**config.mk**
```make
export PLATFORM = sky130hd
export DESIGN_NAME = keyed_size_registry_table_unit_flat
export DESIGN_NICKNAME = d
export VERILOG_FILES = /design/src/hw/rtl/kszr_pkg.sv /design/src/hw/rtl/kszr_if.sv /design/src/hw/rtl/keyed_size_registry_table_unit.sv /design/src/hw/rtl/kszr_store.sv /design/src/hw/rtl/kszr_seq.sv /design/src/flat_wrapper.sv
export VERILOG_INCLUDE_DIRS = /design/src /design/src/hw/rtl
export SDC_FILE = /design/constraint.sdc
export NUM_CORES = 2
export LEC_CHECK = 0
export BUFFER_PORTS_ARGS = -buffer_cell sky130_fd_sc_hd__buf_2
export CAP_MARGIN = 20
export CORE_UTILIZATION = 55
export CTS_CLUSTER_DIAMETER = 80
export CTS_CLUSTER_SIZE = 16
export DETAILED_ROUTE_END_ITERATION = 7
export PLACE_DENSITY = 0.71
export RECOVER_POWER = 100
export SYNTH_ARGS = -nofsm -noshare
export SYNTH_HDL_FRONTEND = slang
export SYNTH_HIERARCHICAL = 1
export SYNTH_SLANG_ARGS = --single-unit
```
**constraint.sdc**
```tcl
create_clock -name clk -period 11.9 [get_ports clk]
set_clock_uncertainty 0.15 [all_clocks]
set_input_delay 1.19 -clock clk [delete_from_list [all_inputs] [get_ports clk]]
set_output_delay 1.19 -clock clk [all_outputs]
set_load 0.005 [all_outputs]
```
**src/hw/rtl/keyed_size_registry_table_unit_macros.svh**
```systemverilog
// Assertion macros for the keyed size registry table.
// Taken in by the top level; needs no package.
`ifndef KEYED_SIZE_REGISTRY_TABLE_UNIT_MACROS_SVH
`define KEYED_SIZE_REGISTRY_TABLE_UNIT_MACROS_SVH

// Same-cycle implication, disabled while reset is asserted.
`define KSZR_ASSERT_IMPL(lbl, clk, rst_n, ante, cons) \
	lbl: assert property (@(posedge clk) disable iff (!rst_n) (ante) |-> (cons)) \
		else $error("keyed size registry check failed");

// Next-cycle implication, disabled while reset is asserted.
`define KSZR_ASSERT_NEXT(lbl, clk, rst_n, ante, cons) \
	lbl: assert property (@(posedge clk) disable iff (!rst_n) (ante) |=> (cons)) \
		else $error("keyed size registry check failed");

`endif

```
**src/hw/rtl/kszr_pkg.sv**
```systemverilog
// Shared types, codes and default sizes of the keyed size registry table.
// No dependencies; every other file but the assertion macros imports it.
package kszr_pkg;

	localparam int MAX_ENTRIES_DEF   = 64;
	localparam int DEFAULT_SLOTS_DEF = 32;
	localparam int KEY_BITS_DEF      = 32;

	localparam int TASK_KEY_W   = 32;
	localparam int SIZE_VALUE_W = 32;
	localparam int SLOT_REQ_W   = 7;
	localparam int CFG_IDX_W    = 1;
	localparam int CFG_DATA_W   = 7;

	typedef enum logic [1:0] {
		ACT_REGISTER = 2'd0,
		ACT_LOOKUP   = 2'd1,
		ACT_CLEAR    = 2'd2
	} kszr_action_t;

	typedef enum logic [2:0] {
		ST_INSERTED = 3'd0,
		ST_UPDATED  = 3'd1,
		ST_FULL     = 3'd2,
		ST_INVALID  = 3'd3,
		ST_DISABLED = 3'd4,
		ST_FOUND    = 3'd5,
		ST_MISSING  = 3'd6,
		ST_CLEARED  = 3'd7
	} kszr_status_t;

	localparam logic [CFG_IDX_W-1:0] CFG_MONITOR_ENABLED = 1'd0;
	localparam logic [CFG_IDX_W-1:0] CFG_SLOT_REQUEST    = 1'd1;

	// Control strobes from the sequencer to the entry store.
	typedef struct packed {
		logic rd;
		logic wr;
		logic set_valid;
		logic clear_all;
	} kszr_mem_ctl_t;

endpackage

```
**src/hw/rtl/kszr_if.sv**
```systemverilog
// Valid/ready channel interfaces of the keyed size registry table.
// Depends on kszr_pkg for the payload widths.
interface kszr_cmd_if;
	import kszr_pkg::*;
	logic                    valid;
	logic                    ready;
	logic [1:0]              action;
	logic [TASK_KEY_W-1:0]   task_key;
	logic [SIZE_VALUE_W-1:0] size_value;
	modport source (output valid, action, task_key, size_value, input ready);
	modport sink (input valid, action, task_key, size_value, output ready);
endinterface

interface kszr_rsp_if;
	import kszr_pkg::*;
	logic                    valid;
	logic                    ready;
	logic [2:0]              status;
	logic [SIZE_VALUE_W-1:0] found_value;
	modport source (output valid, status, found_value, input ready);
	modport sink (input valid, status, found_value, output ready);
endinterface

interface kszr_cfg_if;
	import kszr_pkg::*;
	logic                  valid;
	logic                  ready;
	logic [CFG_IDX_W-1:0]  index;
	logic [CFG_DATA_W-1:0] data;
	modport source (output valid, index, data, input ready);
	modport sink (input valid, index, data, output ready);
endinterface

```
**src/hw/rtl/keyed_size_registry_table_unit.sv**
```systemverilog
// Top level of the keyed size registry table: configuration registers,
// response register, sequencer and entry store. Depends on kszr_pkg,
// the channel interfaces, kszr_seq, kszr_store and the assertion macros.
//
//   channel | dir | beat contents
//   --------+-----+-----------------------------------------------
//   cmd     | in  | action, task_key, size_value
//   rsp     | out | status, found_value
//   cfg     | in  | index (0 monitor_enabled, 1 slot_request), data
//
// A register or lookup beat walks the slots in use: the sequencer
// walks them one entry a cycle through the single synchronous read port
// of the key/value memory and one key comparator, and stops early on a
// hit. Clear, a rejected register and an unused action code go from idle
// straight to the done state. Reset clears the valid bits, the slots in
// use and the configuration at once; no clearing pass follows. A stalled
// response holds in its register while the sequencer may already take the
// next command beat.
module keyed_size_registry_table_unit #(
	parameter int MAX_ENTRIES   = kszr_pkg::MAX_ENTRIES_DEF,
	parameter int DEFAULT_SLOTS = kszr_pkg::DEFAULT_SLOTS_DEF,
	parameter int KEY_BITS      = kszr_pkg::KEY_BITS_DEF
) (
	input  logic       clk,
	input  logic       arst_n,
	kszr_cmd_if.sink   cmd,
	kszr_rsp_if.source rsp,
	kszr_cfg_if.sink   cfg
);
	import kszr_pkg::*;
	`include "keyed_size_registry_table_unit_macros.svh"

	localparam int AddrW = $clog2(MAX_ENTRIES);

	// Configuration registers. The user must write them only while the block
	// is idle; the block does not enforce this. The port is always ready.
	logic                  monitor_enabled_q;
	logic [SLOT_REQ_W-1:0] slot_request_q;

	assign cfg.ready = 1'b1;

	always_ff @(posedge clk or negedge arst_n) begin
		if (!arst_n) begin
			monitor_enabled_q <= 1'b0;
			slot_request_q    <= '0;
		end else if (cfg.valid) begin
			unique case (cfg.index)
				CFG_MONITOR_ENABLED: monitor_enabled_q <= cfg.data[0];
				CFG_SLOT_REQUEST:    slot_request_q    <= cfg.data[SLOT_REQ_W-1:0];
				default: begin
				end
			endcase
		end
	end

	// Sequencer and store wiring.
	logic                    seq_idle;
	logic                    start;
	logic                    res_valid;
	logic                    res_ready;
	kszr_status_t            res_status;
	logic [SIZE_VALUE_W-1:0] res_value;
	kszr_mem_ctl_t           mem_ctl;
	logic [AddrW-1:0]        rd_addr;
	logic [AddrW-1:0]        wr_addr;
	logic [KEY_BITS-1:0]     wr_key;
	logic [SIZE_VALUE_W-1:0] wr_value;
	logic [KEY_BITS-1:0]     rd_key;
	logic [SIZE_VALUE_W-1:0] rd_value;
	logic                    rd_valid;

	assign cmd.ready = seq_idle;
	assign start     = cmd.valid && seq_idle;

	kszr_seq #(
		.MAX_ENTRIES   (MAX_ENTRIES),
		.DEFAULT_SLOTS (DEFAULT_SLOTS),
		.KEY_BITS      (KEY_BITS)
	) u_seq (
		.clk             (clk),
		.arst_n          (arst_n),
		.start           (start),
		.action          (cmd.action),
		.task_key        (cmd.task_key),
		.size_value      (cmd.size_value),
		.monitor_enabled (monitor_enabled_q),
		.slot_request    (slot_request_q),
		.idle            (seq_idle),
		.res_valid       (res_valid),
		.res_ready       (res_ready),
		.res_status      (res_status),
		.res_value       (res_value),
		.ctl             (mem_ctl),
		.rd_addr         (rd_addr),
		.wr_addr         (wr_addr),
		.wr_key          (wr_key),
		.wr_value        (wr_value),
		.rd_key          (rd_key),
		.rd_value        (rd_value),
		.rd_valid        (rd_valid)
	);

	kszr_store #(
		.MAX_ENTRIES (MAX_ENTRIES),
		.KEY_BITS    (KEY_BITS)
	) u_store (
		.clk      (clk),
		.arst_n   (arst_n),
		.ctl      (mem_ctl),
		.rd_addr  (rd_addr),
		.wr_addr  (wr_addr),
		.wr_key   (wr_key),
		.wr_value (wr_value),
		.rd_key   (rd_key),
		.rd_value (rd_value),
		.rd_valid (rd_valid)
	);

	// Response register: it decouples the sequencer from a stalled sink.
	logic                    rsp_valid_q;
	kszr_status_t            rsp_status_q;
	logic [SIZE_VALUE_W-1:0] rsp_value_q;

	assign res_ready = !rsp_valid_q || rsp.ready;

	always_ff @(posedge clk or negedge arst_n) begin
		if (!arst_n) begin
			rsp_valid_q <= 1'b0;
		end else if (res_ready) begin
			rsp_valid_q <= res_valid;
		end
	end

	always_ff @(posedge clk) begin
		if (res_valid && res_ready) begin
			rsp_status_q <= res_status;
			rsp_value_q  <= res_value;
		end
	end

	assign rsp.valid       = rsp_valid_q;
	assign rsp.status      = rsp_status_q;
	assign rsp.found_value = rsp_value_q;

	// The sequencer is busy in the cycle after it takes a command.
	`KSZR_ASSERT_NEXT(a_busy_after_accept, clk, arst_n, cmd.valid && cmd.ready, !cmd.ready)
	// A finished result waits in the sequencer until the response register frees.
	`KSZR_ASSERT_NEXT(a_result_held, clk, arst_n, res_valid && !res_ready, res_valid)
	// Only a lookup hit carries a value.
	`KSZR_ASSERT_IMPL(a_value_only_on_hit, clk, arst_n, rsp.valid && (rsp.status != ST_FOUND), rsp.found_value == '0)
	// Stored values are never zero, so a hit always carries a nonzero value.
	`KSZR_ASSERT_IMPL(a_hit_nonzero, clk, arst_n, rsp.valid && (rsp.status == ST_FOUND), rsp.found_value != '0)

endmodule

```
**src/hw/rtl/kszr_store.sv**
```systemverilog
// Entry store: key and value memories with one registered read port,
// plus the per-entry valid bits. Depends on kszr_pkg.
module kszr_store #(
	parameter int MAX_ENTRIES = kszr_pkg::MAX_ENTRIES_DEF,
	parameter int KEY_BITS    = kszr_pkg::KEY_BITS_DEF
) (
	input  logic                            clk,
	input  logic                            arst_n,
	input  kszr_pkg::kszr_mem_ctl_t         ctl,
	input  logic [$clog2(MAX_ENTRIES)-1:0]  rd_addr,
	input  logic [$clog2(MAX_ENTRIES)-1:0]  wr_addr,
	input  logic [KEY_BITS-1:0]             wr_key,
	input  logic [kszr_pkg::SIZE_VALUE_W-1:0] wr_value,
	output logic [KEY_BITS-1:0]             rd_key,
	output logic [kszr_pkg::SIZE_VALUE_W-1:0] rd_value,
	output logic                            rd_valid
);
	import kszr_pkg::*;

	logic [KEY_BITS-1:0]     key_mem [MAX_ENTRIES];
	logic [SIZE_VALUE_W-1:0] val_mem [MAX_ENTRIES];
	logic [MAX_ENTRIES-1:0]  valid_q;

	always_ff @(posedge clk) begin
		if (ctl.wr) begin
			key_mem[wr_addr] <= wr_key;
			val_mem[wr_addr] <= wr_value;
		end
		if (ctl.rd) begin
			rd_key   <= key_mem[rd_addr];
			rd_value <= val_mem[rd_addr];
			rd_valid <= valid_q[rd_addr];
		end
	end

	always_ff @(posedge clk or negedge arst_n) begin
		if (!arst_n) begin
			valid_q <= '0;
		end else if (ctl.clear_all) begin
			valid_q <= '0;
		end else if (ctl.set_valid) begin
			valid_q[wr_addr] <= 1'b1;
		end
	end

endmodule

```
**src/hw/rtl/kszr_seq.sv**
```systemverilog
// Sequencer: decodes a command, then walks the slots in use one entry a
// cycle through the single compare unit. Depends on kszr_pkg.
module kszr_seq #(
	parameter int MAX_ENTRIES   = kszr_pkg::MAX_ENTRIES_DEF,
	parameter int DEFAULT_SLOTS = kszr_pkg::DEFAULT_SLOTS_DEF,
	parameter int KEY_BITS      = kszr_pkg::KEY_BITS_DEF
) (
	input  logic                              clk,
	input  logic                              arst_n,
	input  logic                              start,
	input  logic [1:0]                        action,
	input  logic [kszr_pkg::TASK_KEY_W-1:0]   task_key,
	input  logic [kszr_pkg::SIZE_VALUE_W-1:0] size_value,
	input  logic                              monitor_enabled,
	input  logic [kszr_pkg::SLOT_REQ_W-1:0]   slot_request,
	output logic                              idle,
	output logic                              res_valid,
	input  logic                              res_ready,
	output kszr_pkg::kszr_status_t            res_status,
	output logic [kszr_pkg::SIZE_VALUE_W-1:0] res_value,
	output kszr_pkg::kszr_mem_ctl_t           ctl,
	output logic [$clog2(MAX_ENTRIES)-1:0]    rd_addr,
	output logic [$clog2(MAX_ENTRIES)-1:0]    wr_addr,
	output logic [KEY_BITS-1:0]               wr_key,
	output logic [kszr_pkg::SIZE_VALUE_W-1:0] wr_value,
	input  logic [KEY_BITS-1:0]               rd_key,
	input  logic [kszr_pkg::SIZE_VALUE_W-1:0] rd_value,
	input  logic                              rd_valid
);
	import kszr_pkg::*;

	localparam int AddrW  = $clog2(MAX_ENTRIES);
	localparam int CntW   = $clog2(MAX_ENTRIES + 1);
	localparam int CmpW   = (CntW > SLOT_REQ_W) ? CntW : SLOT_REQ_W;
	localparam int DefSat = (DEFAULT_SLOTS > MAX_ENTRIES) ? MAX_ENTRIES : DEFAULT_SLOTS;
	localparam logic [CmpW-1:0] MaxC = CmpW'(MAX_ENTRIES);
	localparam logic [CmpW-1:0] DefC = CmpW'(DefSat);

	typedef enum logic [1:0] {
		S_IDLE,
		S_SCAN,
		S_DONE
	} state_t;

	state_t            state_q;
	logic              is_reg_q;
	logic [KEY_BITS-1:0]     key_q;
	logic [SIZE_VALUE_W-1:0] val_q;
	logic [CntW-1:0]   slots_q;
	logic [CntW-1:0]   limit_q;
	logic [CntW-1:0]   issue_idx_q;
	logic              chk_s1;
	logic [AddrW-1:0]  chk_idx_s1;
	logic              free_found_q;
	logic [AddrW-1:0]  free_idx_q;
	kszr_status_t      status_q;
	logic [SIZE_VALUE_W-1:0] value_q;

	logic [63:0]       key_wide;
	logic [KEY_BITS-1:0] key_in;
	logic [CmpW-1:0]   req_c;
	logic [CmpW-1:0]   target_c;
	logic [CntW-1:0]   target;
	logic [CntW-1:0]   new_slots;
	logic              more;
	logic              key_hit;
	logic              issue;
	logic              scan_end;

	always_comb begin
		key_wide  = {32'd0, task_key};
		key_in    = key_wide[KEY_BITS-1:0];
		req_c     = CmpW'(slot_request);
		if (req_c == '0) begin
			target_c = DefC;
		end else if (req_c > MaxC) begin
			target_c = MaxC;
		end else begin
			target_c = req_c;
		end
		target    = target_c[CntW-1:0];
		new_slots = (target > slots_q) ? target : slots_q;

		more     = issue_idx_q < limit_q;
		key_hit  = (state_q == S_SCAN) && chk_s1 && rd_valid && (rd_key == key_q);
		issue    = (state_q == S_SCAN) && !key_hit && more;
		scan_end = (state_q == S_SCAN) && !chk_s1 && !more;

		ctl.rd        = issue;
		ctl.wr        = 1'b0;
		ctl.set_valid = 1'b0;
		ctl.clear_all = start && (action == ACT_CLEAR);
		rd_addr       = issue_idx_q[AddrW-1:0];
		wr_addr       = chk_idx_s1;
		wr_key        = key_q;
		wr_value      = val_q;
		if (key_hit && is_reg_q) begin
			ctl.wr = 1'b1;
		end else if (scan_end && is_reg_q && free_found_q) begin
			ctl.wr        = 1'b1;
			ctl.set_valid = 1'b1;
			wr_addr       = free_idx_q;
		end
	end

	assign idle       = (state_q == S_IDLE);
	assign res_valid  = (state_q == S_DONE);
	assign res_status = status_q;
	assign res_value  = value_q;

	always_ff @(posedge clk or negedge arst_n) begin
		if (!arst_n) begin
			state_q      <= S_IDLE;
			slots_q      <= '0;
			chk_s1       <= 1'b0;
			chk_idx_s1   <= '0;
			issue_idx_q  <= '0;
			free_found_q <= 1'b0;
			free_idx_q   <= '0;
			is_reg_q     <= 1'b0;
			key_q        <= '0;
			val_q        <= '0;
			limit_q      <= '0;
			status_q     <= ST_INVALID;
			value_q      <= '0;
		end else begin
			chk_s1     <= issue;
			chk_idx_s1 <= issue_idx_q[AddrW-1:0];
			unique case (state_q)
				S_IDLE: begin
					if (start) begin
						issue_idx_q  <= '0;
						free_found_q <= 1'b0;
						key_q        <= key_in;
						val_q        <= size_value;
						value_q      <= '0;
						unique case (action)
							ACT_REGISTER: begin
								if (!monitor_enabled) begin
									status_q <= ST_DISABLED;
									state_q  <= S_DONE;
								end else if (key_in == '0 || size_value == '0) begin
									status_q <= ST_INVALID;
									state_q  <= S_DONE;
								end else begin
									slots_q  <= new_slots;
									limit_q  <= new_slots;
									is_reg_q <= 1'b1;
									state_q  <= S_SCAN;
								end
							end
							ACT_LOOKUP: begin
								if (slots_q == '0) begin
									status_q <= ST_MISSING;
									state_q  <= S_DONE;
								end else begin
									limit_q  <= slots_q;
									is_reg_q <= 1'b0;
									state_q  <= S_SCAN;
								end
							end
							ACT_CLEAR: begin
								slots_q  <= '0;
								status_q <= ST_CLEARED;
								state_q  <= S_DONE;
							end
							default: begin
								status_q <= ST_INVALID;
								state_q  <= S_DONE;
							end
						endcase
					end
				end
				S_SCAN: begin
					if (issue) begin
						issue_idx_q <= issue_idx_q + CntW'(1);
					end
					if (chk_s1 && !rd_valid && !free_found_q) begin
						free_found_q <= 1'b1;
						free_idx_q   <= chk_idx_s1;
					end
					if (key_hit) begin
						status_q <= is_reg_q ? ST_UPDATED : ST_FOUND;
						value_q  <= is_reg_q ? '0 : rd_value;
						state_q  <= S_DONE;
					end else if (scan_end) begin
						if (!is_reg_q) begin
							status_q <= ST_MISSING;
						end else if (free_found_q) begin
							status_q <= ST_INSERTED;
						end else begin
							status_q <= ST_FULL;
						end
						state_q <= S_DONE;
					end
				end
				S_DONE: begin
					if (res_ready) begin
						state_q <= S_IDLE;
					end
				end
				default: begin
					state_q <= S_IDLE;
				end
			endcase
		end
	end

endmodule

```
**src/flat_wrapper.sv**
```systemverilog
// flat-port wrapper written by rule: the top's interface ports become plain ports
module keyed_size_registry_table_unit_flat import kszr_pkg::*;
#(
	parameter int MAX_ENTRIES   = kszr_pkg::MAX_ENTRIES_DEF,
	parameter int DEFAULT_SLOTS = kszr_pkg::DEFAULT_SLOTS_DEF,
	parameter int KEY_BITS      = kszr_pkg::KEY_BITS_DEF
)
  (clk, arst_n, cmd_valid, cmd_action, cmd_task_key, cmd_size_value, cmd_ready, rsp_valid, rsp_status, rsp_found_value, rsp_ready, cfg_valid, cfg_index, cfg_data, cfg_ready);
  kszr_cmd_if cmd_i ();
  kszr_rsp_if rsp_i ();
  kszr_cfg_if cfg_i ();
  input  logic clk;
  input  logic arst_n;
  input wire logic [$bits(cmd_i.valid)-1:0] cmd_valid;
  input wire logic [$bits(cmd_i.action)-1:0] cmd_action;
  input wire logic [$bits(cmd_i.task_key)-1:0] cmd_task_key;
  input wire logic [$bits(cmd_i.size_value)-1:0] cmd_size_value;
  output wire logic [$bits(cmd_i.ready)-1:0] cmd_ready;
  output wire logic [$bits(rsp_i.valid)-1:0] rsp_valid;
  output wire logic [$bits(rsp_i.status)-1:0] rsp_status;
  output wire logic [$bits(rsp_i.found_value)-1:0] rsp_found_value;
  input wire logic [$bits(rsp_i.ready)-1:0] rsp_ready;
  input wire logic [$bits(cfg_i.valid)-1:0] cfg_valid;
  input wire logic [$bits(cfg_i.index)-1:0] cfg_index;
  input wire logic [$bits(cfg_i.data)-1:0] cfg_data;
  output wire logic [$bits(cfg_i.ready)-1:0] cfg_ready;
  assign cmd_i.valid = cmd_valid;
  assign cmd_i.action = cmd_action;
  assign cmd_i.task_key = cmd_task_key;
  assign cmd_i.size_value = cmd_size_value;
  assign cmd_ready = cmd_i.ready;
  assign rsp_valid = rsp_i.valid;
  assign rsp_status = rsp_i.status;
  assign rsp_found_value = rsp_i.found_value;
  assign rsp_i.ready = rsp_ready;
  assign cfg_i.valid = cfg_valid;
  assign cfg_i.index = cfg_index;
  assign cfg_i.data = cfg_data;
  assign cfg_ready = cfg_i.ready;
  keyed_size_registry_table_unit #(.MAX_ENTRIES(MAX_ENTRIES), .DEFAULT_SLOTS(DEFAULT_SLOTS), .KEY_BITS(KEY_BITS)) u_core (.clk(clk), .arst_n(arst_n), .cmd(cmd_i), .rsp(rsp_i), .cfg(cfg_i));
endmodule
```
# Yosys cells after proc, flatten, opt, wreduce, memory -nomap -nowiden
# Memory sizes are Yosys's and may differ from the RTL's. A register that Yosys moved wholly into a read port is not among the register bits.
# Cells that the tools add are included.
[op_classes] shift=0 add_sub_neg=1 n_reduce_logical=45 mux=55 multipliers=0 order_cmp=6 bitwise=2 eq_ne=16 div_mod_pow=0
[op_table] operator="$mux 64" count=2
[op_table] operator="$mux 32" count=3
[op_table] operator="$logic_not 32->1" count=2
[op_table] operator="$or 64x64->64" count=1
[op_table] operator="$pmux 32 s2" count=1
[op_table] operator="$mux 7" count=8
[op_table] operator="$pmux 7 s2" count=3
[op_table] operator="$eq 32x32->1" count=1
[op_table] operator="$mux 3" count=8
[op_table] operator="$mux 2" count=9
[op_table] operator="$logic_and 1x1->1" count=16
[op_table] operator="$logic_not 7->1" count=2
[op_table] operator="$lt 6x7->1 const B" count=2
[op_table] operator="$mux 6" count=2
[op_table] operator="$ne 2x2->1 const B" count=6
[op_table] operator="$reduce_and 3->1" count=4
[op_table] operator="$mux 1" count=11
[op_table] operator="$reduce_and 5->1" count=2
[op_table] operator="$pmux 3 s3" count=1
[op_table] operator="$reduce_and 2->1" count=4
[op_table] operator="$reduce_bool 2->1" count=4
[op_table] operator="$add 7x1->7 const B" count=1
[op_table] operator="$gt 7x7->1" count=1
[op_table] operator="$gt 7x7->1 const B" count=1
[op_table] operator="18 further kinds" count=30
[word_totals] out_inout_bits=38 word_cells=147 inputBits=79 romBits=0 latchBits=0 n_memories=2 ram_bits=4096 register_bits=246
[memory_table] name="u_core.u_store.key_mem" depth=64 word_bits=32 read_ports=1 rd_ports_with_merged_regs=1 wr=1 line_no="kszr_store.sv:20" source="logic [KEY_BITS-1:0] key_mem [MAX_ENTRIES];"
[memory_table] name="u_core.u_store.val_mem" depth=64 word_bits=32 read_ports=1 rd_ports_with_merged_regs=1 wr=1 line_no="kszr_store.sv:21" source="logic [SIZE_VALUE_W-1:0] val_mem [MAX_ENTRIES];"

# Depth between registers and ports, before layout
[logic_depth] ltp_word=14 depth_mapped=15

# Modules after synthesis
# The synthesis kept the hierarchy.
[by_module_without_submodules] mod="kszr_store" instances=1 area_per_inst_um2=159211.4 cells_each=6762
[by_module_without_submodules] mod="kszr_seq" instances=1 area_per_inst_um2=6904.1 cells_each=583
[by_module_without_submodules] mod="keyed_size_registry_table_unit" instances=1 area_per_inst_um2=1446.4 cells_each=60

# Worst setup path after synthesis
# No wires, ideal clock.
[synth_path] path_type="reg2reg" from="reg u_core.u_seq.issue_idx_q[6]" to="mem u_core/u_store/key_mem[24][0] (netlist name) (enable)" path_buffers=2 setup_time_ps=487 period_less_slack_ps=6479 stages_incl_launch_ff=13 arrival_time_ps=5842 setup_slack_ps=5421 cell_sequence="dfrtp_1 ha_1 nand4_1 nor2_1 a221oi_4 or3_1 buf_6 nor2_8 mux2_4 clkbuf_1 nor3_1 nand2_1 nor2_1"
[synth_via] word_cells_on_any_way=11
[synth_rtl] element="from (decl)" line_no="kszr_seq.sv:51" source="logic [CntW-1:0] issue_idx_q;"
[synth_rtl] element="from (signal assigned)" line_no="kszr_seq.sv:176" source="issue_idx_q <= issue_idx_q + CntW'(1);"
[synth_rtl] element="$lt 7x7->1" line_no="kszr_seq.sv:84" source="more = issue_idx_q < limit_q;"
[synth_rtl] element="$logic_not 1->1" line_no="kszr_seq.sv:87" source="scan_end = (state_q == S_SCAN) && !chk_s1 && !more;"
[synth_rtl] element="$logic_and 1x1->1" line_no="kszr_seq.sv:87"
[synth_rtl] element="$logic_and 1x1->1 (2 in series)" line_no="kszr_seq.sv:99" source="end else if (scan_end && is_reg_q && free_found_q) begin"
[synth_rtl] element="$mux 6" line_no="kszr_seq.sv:99"
[synth_rtl] element="$mux 6" line_no="kszr_seq.sv:97" source="if (key_hit && is_reg_q) begin"
[synth_rtl] element="net u_core.wr_addr[1]" line_no="keyed_size_registry_table_unit.sv:65" source="logic [AddrW-1:0] wr_addr;"
[synth_rtl] element="to (decl)" line_no="kszr_store.sv:20"
# The timed path passes the listed nets, and every way through them passes these cells.

==> results.toml <==
[final_layout]
areaGrowthSynthToFinish_pct = 8.445
num-nets-final = 7751
final_cells = 11790
drive_above_1_share_pct = 23.33

[route]
drtIter0Drc = 12900
detail_route.wirelength.met1_mm = 164.4
met3WireLength_mm = 56.05
met2RoutedLength_mm = 210.3
route.top_layer_used = "met5"
ant_nets = 0
detail_route.wirelength_mm = 452.4
drc = 0
post_drt_wl_per_cell_microns = 38.37
drt-pass1-iter-count = 8
drt-vias-per-instance = 7.069
route.vias.total = 83350

[timing]
report.final.setup_viol = 0
hold_slack_ps = 295.5
setup_repair_after_global_routing_missed_its_margin = "false"
setup_tns_ps = 0
hold_viol = 0
tightest_slew_ps = 3907
fin_crit_sh_pct = 77.53
finalMaxSlewViolations = 5678
fmax_mhz = 108.4
slew_headroom_pct = -160.5
finalCriticalPeriod_ps = 9226

[setup_path]
worst_endpoint_data_arrival_time_ps = 9540
r2r_setup_slack_ps = 2670
worst-path-max-fanout = 66
timing.reg2reg.worst_path_depth = 11
critical_path.reg2reg.startpoint = "u_core/u_seq/wr_key[24]"
path_class = "reg2reg"
critPathLaunchType = "register"
regToRegEndpoint = "u_core/u_store/val_mem[34][1]"
end_kind = "register"
worstPathRequired_ps = 12210

[synth]
ys_async_sr_fraction_pct = 4.766
yosys_most_used_dff = "edfxtp_1"
yosys.cell_types.count = 72
postSynthNetCount = 7502
yosys_warnings = 6
synthCells = 7405
synth.yosys.seq_area_share_pct = 78.33
average_size_of_a_mapped_cell_sq_um = 22.63
synth_edf_count = 4196
ff_latch_count_synth = 4406
mappedNetlistArea_sq_um = 167600

[grt]
antenna_found_initial = 21
grt_max_degree = 125
wire_length_of_the_first_global_routing_pass_mm = 629.7
vias_in_the_first_global_route = 80950
grt_remaining_overflow = 0
gr-usage-all-layers_pct = 29.45

[run_status]
violated_checks = "max-capacitance violations, max-slew violations"
outcome = "finished, violations left"

[floorplanning]
rows = 202
initial_utilization_pct = 55.29
ioPinCount = 117
dieHeight_microns = 554.0
floorplan.core_area_sq_um = 303000
fp.dieW_microns = 554.0
die_area_sq_um = 306900

[placement]
io_buffers = 115
hpwlAfterDp_mm = 257.3
finalWeightedCongestion = 0.8614
place_inst = 11310

[clock_tree]
cts.root.buffer_cell = "clkbuf_16"
clock_slew_seen_by_the_registers_of_the_worst_setup_and_hold_paths_ps = 70
cts-buffers-inserted = 319
hold_buf_cts = 0
post_cts_setup_buffers = 0
cts.sink_count = 4406
clock_path_buffers = 4
htree_num_levels = 5
cts_tree = "done"
cts.repair.resized = 0
worst_skew_pair.late_latency_ps = 920

[min_path]
hold_start = "u_core/u_seq/res_value[5]"
worst_hold_end = "u_core/rsp.found_value[5]"
hold_path_class = "reg2reg"
hold-path-cell-count = 0

[power]
leakagePower_nw = 55.42
max-vdd-ir-drop_uv = 494.5
power_density_cells_nw_per_um2 = 218.8

[flow_run]
max_cap_viol_count = 123
-- synthesized netlist by cell type, types with 36 or more instances --
cell type	instances	share of area, %
nor2_1	227	0.51
a211oi_1	66	0.30
and3_1	37	0.14
o22ai_1	130	0.49
mux2i_1	73	0.44
o221ai_1	66	0.34
mux4_2	1040	14
a21oi_1	68	0.20
a31o_2	36	0.19
dfrtp_1	208	3.1
buf_2	187	0.56
mux2_2	71	0.48
nand3_1	120	0.36
clkbuf_1	157	0.35
o211a_1	65	0.39
a22oi_1	260	1.2
edfxtp_1	4196	75
buf_4	62	0.28
-- metrics by stage --
step,power (mW),utilization (%),worst slack (ps),cell area (sq um)
2_1_floorplan,26.21,-,5421,167600
3_3_place_gp,29.47,57.27,5430,173500
3_5_place_dp,29.75,57.27,5277,173500
4_1_cts,39.57,60.18,5238,182400
5_1_grt,40.87,59.95,2498,181700
6_report,39.76,59.96,2674,181700
-- power breakdown --
part           total, mW  internal, mW  leakage, nW  switching [mW]
Combinational       9.30          3.23         10.7            6.07
Clock               10.1          5.02         4.26            5.03
Sequential          20.4          20.0         40.5           0.436
Total               39.8          28.2         55.4            11.5
-- registers in the layout, indices dropped and copies added, names as in the netlist, 7 cells and up --
register                  flops
u_core/rsp.found_value       32
u_core/slot_request_q         7
u_core/u_seq/issue_idx_q      7
u_core/u_seq/limit_q          7
u_core/u_seq/res_value       32
u_core/u_seq/slots_q          7
u_core/u_seq/wr_key          32
u_core/u_seq/wr_value        32
u_core/u_store/key_mem     2048
u_core/u_store/rd_key        32
u_core/u_store/rd_value      32
u_core/u_store/val_mem     2048
u_core/u_store/valid_q       64
-- how the worst max path moves through the flow --
stage                                      from                        endpoint  slack, ps  depth (start not counted)
floorplan           u_core/u_seq/issue_idx_q[6]   u_core/u_store/key_mem[24][0]       5420                         12
global placement    u_core/u_seq/issue_idx_q[0]      u_core/u_store/rd_value[1]       5430                          9
detailed placement      u_core/u_seq/wr_key[30]   u_core/u_store/val_mem[14][7]       5280                         11
CTS                     u_core/u_seq/wr_key[30]   u_core/u_store/val_mem[14][7]       5240                         11
global route            u_core/u_seq/wr_key[24]  u_core/u_store/val_mem[31][21]       2500                         11
finish                  u_core/u_seq/wr_key[24]   u_core/u_store/val_mem[34][1]       2670                         11
-- cells in the final DEF, fill, tap and decap left out, types with 21 or more instances in the layout --
cell       count
mux4_2      1040
mux2_2        64
a211oi_1      67
o22ai_1      130
inv_1         21
and3_1        37
a22oi_1      260
nor2_1       192
nand2_1       29
o221ai_1      66
mux2i_1       73
buf_4        130
dfrtp_2       21
nor2_4        36
clkbuf_16    325
nand3b_1      24
clkbuf_1     243
o211a_1       65
edfxtp_1    4196
a31o_2        36
a21oi_1       68
dfrtp_1      182
nand3_1      120
buf_2         86
xnor2_1       27
-- final cells by class --
type / instances / area [sq um]
Clock inverter: 22 / 255.2
Clock buffer: 442 / 8572
Antenna cell: 15 / 37.54
Sequential cell: 4406 / 131300
Timing Repair Buffer: 363 / 2210
Inverter: 22 / 83.83
Multi-Input combinational cell: 2542 / 34270
Tap cell: 3978 / 4977
Fill cell: 20660 / 121300
-- logic make-up (layout without fill, tap and decap cells) --
kind of cell             Yosys count  in the layout  synth area share [%]
other                              1             16              0.002238
flip-flops                      4406           4406                 78.33
AO/OA/AOI/OAI                    744            744                 3.335
buffers and inverters            457            849                 1.352
AND/OR/NAND/NOR                  549            549                 1.658
adder cells (fa/ha/maj)           18             18                0.1344
XOR/XNOR                          32             32                0.1673
multiplexers                    1198           1198                 15.02
-- worst max-delay path, cell delays in order, from the launching register on --
cell and delay (ps):
dfrtp_2 340, clkbuf_1 2680, xnor2_1 400, nand4_1 260, nor2_1 210, nand4_4 80
buf_4 400, o22ai_1 600, nand2_1 110, clkbuf_1 450, nor2_1 1310, clkbuf_2 1550
-- metal layers --
metal / global-route usage (%) / up-vias
met2: 44.88 / 6038
met4: 12.00 / 16
met1: 41.92 / 44530
met5: 0 / -
met3: 6.384 / 853
li1: - / 31910
No activity file was read; power rests on OpenSTA's default activity.
